$ cat config.mk
export PLATFORM = sky130hd
export DESIGN_NAME = cpht_ram
export DESIGN_NICKNAME = d
export VERILOG_FILES = /design/src/hw/rtl/cpht_ram.sv
export SDC_FILE = /design/constraint.sdc
export NUM_CORES = 1
export LEC_CHECK = 0
export BUFFER_PORTS_ARGS = -buffer_cell sky130_fd_sc_hd__clkbuf_2
export CORE_MARGIN = 8
export CORE_UTILIZATION = 45
export DETAILED_ROUTE_END_ITERATION = 10
export GPL_ROUTABILITY_DRIVEN = 0
export GPL_TIMING_DRIVEN = 1
export HOLD_SLACK_MARGIN = 0.03
export SETUP_SLACK_MARGIN = 0.4
export SYNTH_ARGS = -nofsm -noshare
export SYNTH_HDL_FRONTEND = slang
export SYNTH_SLANG_ARGS = --single-unit
$ cat constraint.sdc
create_clock -name clock -period 2.22 [get_ports clock]
set_input_delay 0.111 -clock clock [delete_from_list [all_inputs] [get_ports clock]]
set_output_delay 0.111 -clock clock [all_outputs]
set_load 0.01 [all_outputs]
$ cat src/hw/rtl/cpht_ram.sv
// Generic single-write, single-read synchronous RAM with registered read data.
module cpht_ram #(
   parameter int WIDTH = 8,
   parameter int DEPTH = 16
) (
   input  logic                     clock,
   input  logic                     wr_en,
   input  logic [$clog2(DEPTH)-1:0] wr_addr,
   input  logic [WIDTH-1:0]         wr_data,
   input  logic                     rd_en,
   input  logic [$clog2(DEPTH)-1:0] rd_addr,
   output logic [WIDTH-1:0]         rd_data
);

   logic [WIDTH-1:0] mem_ff [DEPTH];
   logic [WIDTH-1:0] rd_data_ff;

   always_ff @(posedge clock) begin
      if (wr_en) begin
         mem_ff[wr_addr] <= wr_data;
      end
      if (rd_en) begin
         rd_data_ff <= mem_ff[rd_addr];
      end
   end

   assign rd_data = rd_data_ff;

endmodule

==> qor.csv <==
metric;value;unit
dieArea;15320;um^2
p_int;4.755;mW
synth_compound_area_frac;0.02298;
vias;2446;
area_growth;19.34;%
slew_violations;0;
required;2.37;ns
n_antenna_cell;0;
clock_latency;0.41;ns
max_stage_delay;0.52;ns
worst_pin_slew;0.4186;ns
drc;0;
hold_path_class;in2reg;
finalCriticalPeriod;1.537;ns
finalNonFillerCells;442;
core;11370;um^2
syn_nets;248;
initial_core_util;0.4598;
antenna_found_initial;0;
hpwl;6494;um
synthSimpleGateAreaFrac;0.03135;
finalHoldViolations;0;
synthTopCellsByArea;edfxtp_1 78%, mux4_2 7.8%, mux4_1 7.0%, a22oi_1 2.3%, nor2_1 0.93%;
relSlewSlack;0.7210;
synth_area;5228;um^2
synth_fa_ha_area_frac;0;
cp_cell_sequence;mux4_1, a22oi_1, nand2_1;
clkSinkCount;136;
syn_area_per_cell;22.83;um^2
avgRoutedWirePerCell;22.88;um
netlist.area_leader.share;0.7812;
yosys-mux-area-fraction;0.1479;
cts_buffers;17;
synth_area_leader_cell;edfxtp_1;
finalCritPeriodShare;0.6924;
yosysUniqueCellTypes;18;
cts_max_path_buffers;2;
grt_max_degree;17;
timing.fmax;650.6;MHz
grt_pass1_wl;15730;um
rows;39;
die_y;123.8;um
yosysWarningCount;0;
grt_busiest_layer;met2;
cts_setup_buffers;0;
powerDensity;948.2;nW/um^2
io_buffers;26;
nNetsFinal;305;
die_x;123.8;um
htree_levels;4;
pwr-share-seq;0.492;
setup_tns;0;ns
path_max_fanout;1;
net-switching-power;1.160;mW
ant_nets;0;
cts_resized;0;
clockRootBuffer;clkbuf_16;
met2_usage;0.2286;
grt_pass1_vias;2648;
maxCapViolations;0;
clkPwrFrac;0.462;
cp-start-kind;register;
drive_above_1_share;0.3211;
fin_skew;0.003659;ns
setup_viol;0;
critPathKind;reg2reg;
status;completed;
first_pass_iters;4;
grt-ovfl-total;0;
dpl.cell_count;410;
p_comb_frac;0.046;
vias_per_cell;5.534;
yosys.area_share.xor_xnor;0;
cp_slowest_cell;mux4_1;
gr-usage-all-layers;0.1472;
rsz0062_at_grt;false;
ys_seq_area_frac;0.7812;
drt-initial-drc-count;214;
peakVddDrop;0.0005253;V
ioPinCount;27;
endpoint_kind;register;
cts_tree;yes;
synth_top_family_by_area;multiplexers;
synthCells;229;
sw_frac_of_total;0.1962;
cp.arrival;1.69;ns
ctsHoldBuffers;0;
met1_usage;0.1913;
wirelength;10120;um
use_met3;0.03853;
ys_ff_latch;136;
p_leak;2.121;nW
clk_pin_slew;0.06;ns
==> cells in the final DEF, fill, tap and decap left out, drive strengths merged <==
cell type	instances
or3b	1
clkinvlp	4
and2b	1
mux4	32
clkinv	8
nand3b	2
edfxtp	136
a22oi	16
nand2	9
nor2b	1
buf	22
bufinv	3
nor2	13
nand2b	2
nor3	4
clkbuf	43
and2	1
nand3	1
==> logic make-up (layout without fill, tap and decap cells) <==
logic type | after synthesis | in the layout
flops | 136 | 136
simple gates | 35 | 35
mux | 32 | 32
compound gates | 16 | 16
buf+inv | 10 | 80
==> registers in the layout (all words and copies together) (netlist names) <==
| register | cells |
|---|---|
| rd_data | 8 |
| mem_ff | 128 |
==> layer usage <==
layer	vias to the layer above	wire [um]
li1	1098	-
met1	1252	4402
met2	76	4935
met3	20	543
met4	0	234
met5	-	0
==> stage by stage <==
step	worst slack, ns	area, um^2	util	hold WS (ns)	power, mW
final	0.6829	6238	0.5487	0.1331	5.916
after global routing	0.6528	6238	0.5487	0.1339	6.095
after CTS	0.6994	6238	0.5487	0.1264	5.966
after global placement	0.5564	5653	0.4972	0.5429	3.237
after floorplan	0.6161	5228	-	0.2099	3.110
after detailed placement	0.5515	5653	0.4972	0.5404	3.242
==> Yosys cell counts <==
cell type / count
mux4_1: 14
nand2_1: 9
buf_2: 3
a22oi_1: 16
nand3_1: 1
nor2b_1: 1
edfxtp_1: 136
nor3_1: 4
nor2_1: 13
or3b_2: 1
mux4_2: 18
nand3b_1: 2
clkdlybuf4s25_2: 3
nand2b_1: 2
and2b_1: 1
buf_4: 1
and2_1: 1
buf_6: 3
==> critical path: cells and delay by family (launching register included) <==
family	cells	cell delay, ns
muxes	1	0.52
and+or+nand+nor	1	0.10
DFF	1	0.37
AOI/OAI and AO/OA	1	0.29
==> cell type report <==
class / instances / area (um^2)
Fill cell: 860 / 5131
Sequential cell: 136 / 4084
Multi-Input combinational cell: 83 / 1057
Clock buffer: 17 / 425.4
Timing Repair Buffer: 48 / 332.8
Tap cell: 143 / 178.9
Clock inverter: 15 / 160.2
==> power groups by stage <==
stage / Sequential [mW] / Clock (mW) / Combinational, mW
after floorplan: 2.96 / 0 / 0.146
after global placement: 2.96 / 0 / 0.275
after detailed placement: 2.96 / 0 / 0.278
after CTS: 2.91 / 2.78 / 0.279
after global routing: 2.91 / 2.88 / 0.298
final: 2.91 / 2.73 / 0.272
==> final timing paths <==
| kind | endpoint | cells past startpoint | slack (ns) | start |
|---|---|---|---|---|
| worst max-delay path | rd_data[2] | 3 | 0.68 | mem_ff[1][2] |
| worst min-delay path | mem_ff[13][7] | 1 | 0.13 | wr_data[7] |
| worst max register to register | rd_data[2] | 3 | 0.68 | mem_ff[1][2] |
| worst min register to register | rd_data[1] | 3 | 0.75 | mem_ff[12][1] |
No activity file was read; power rests on OpenSTA's default activity.
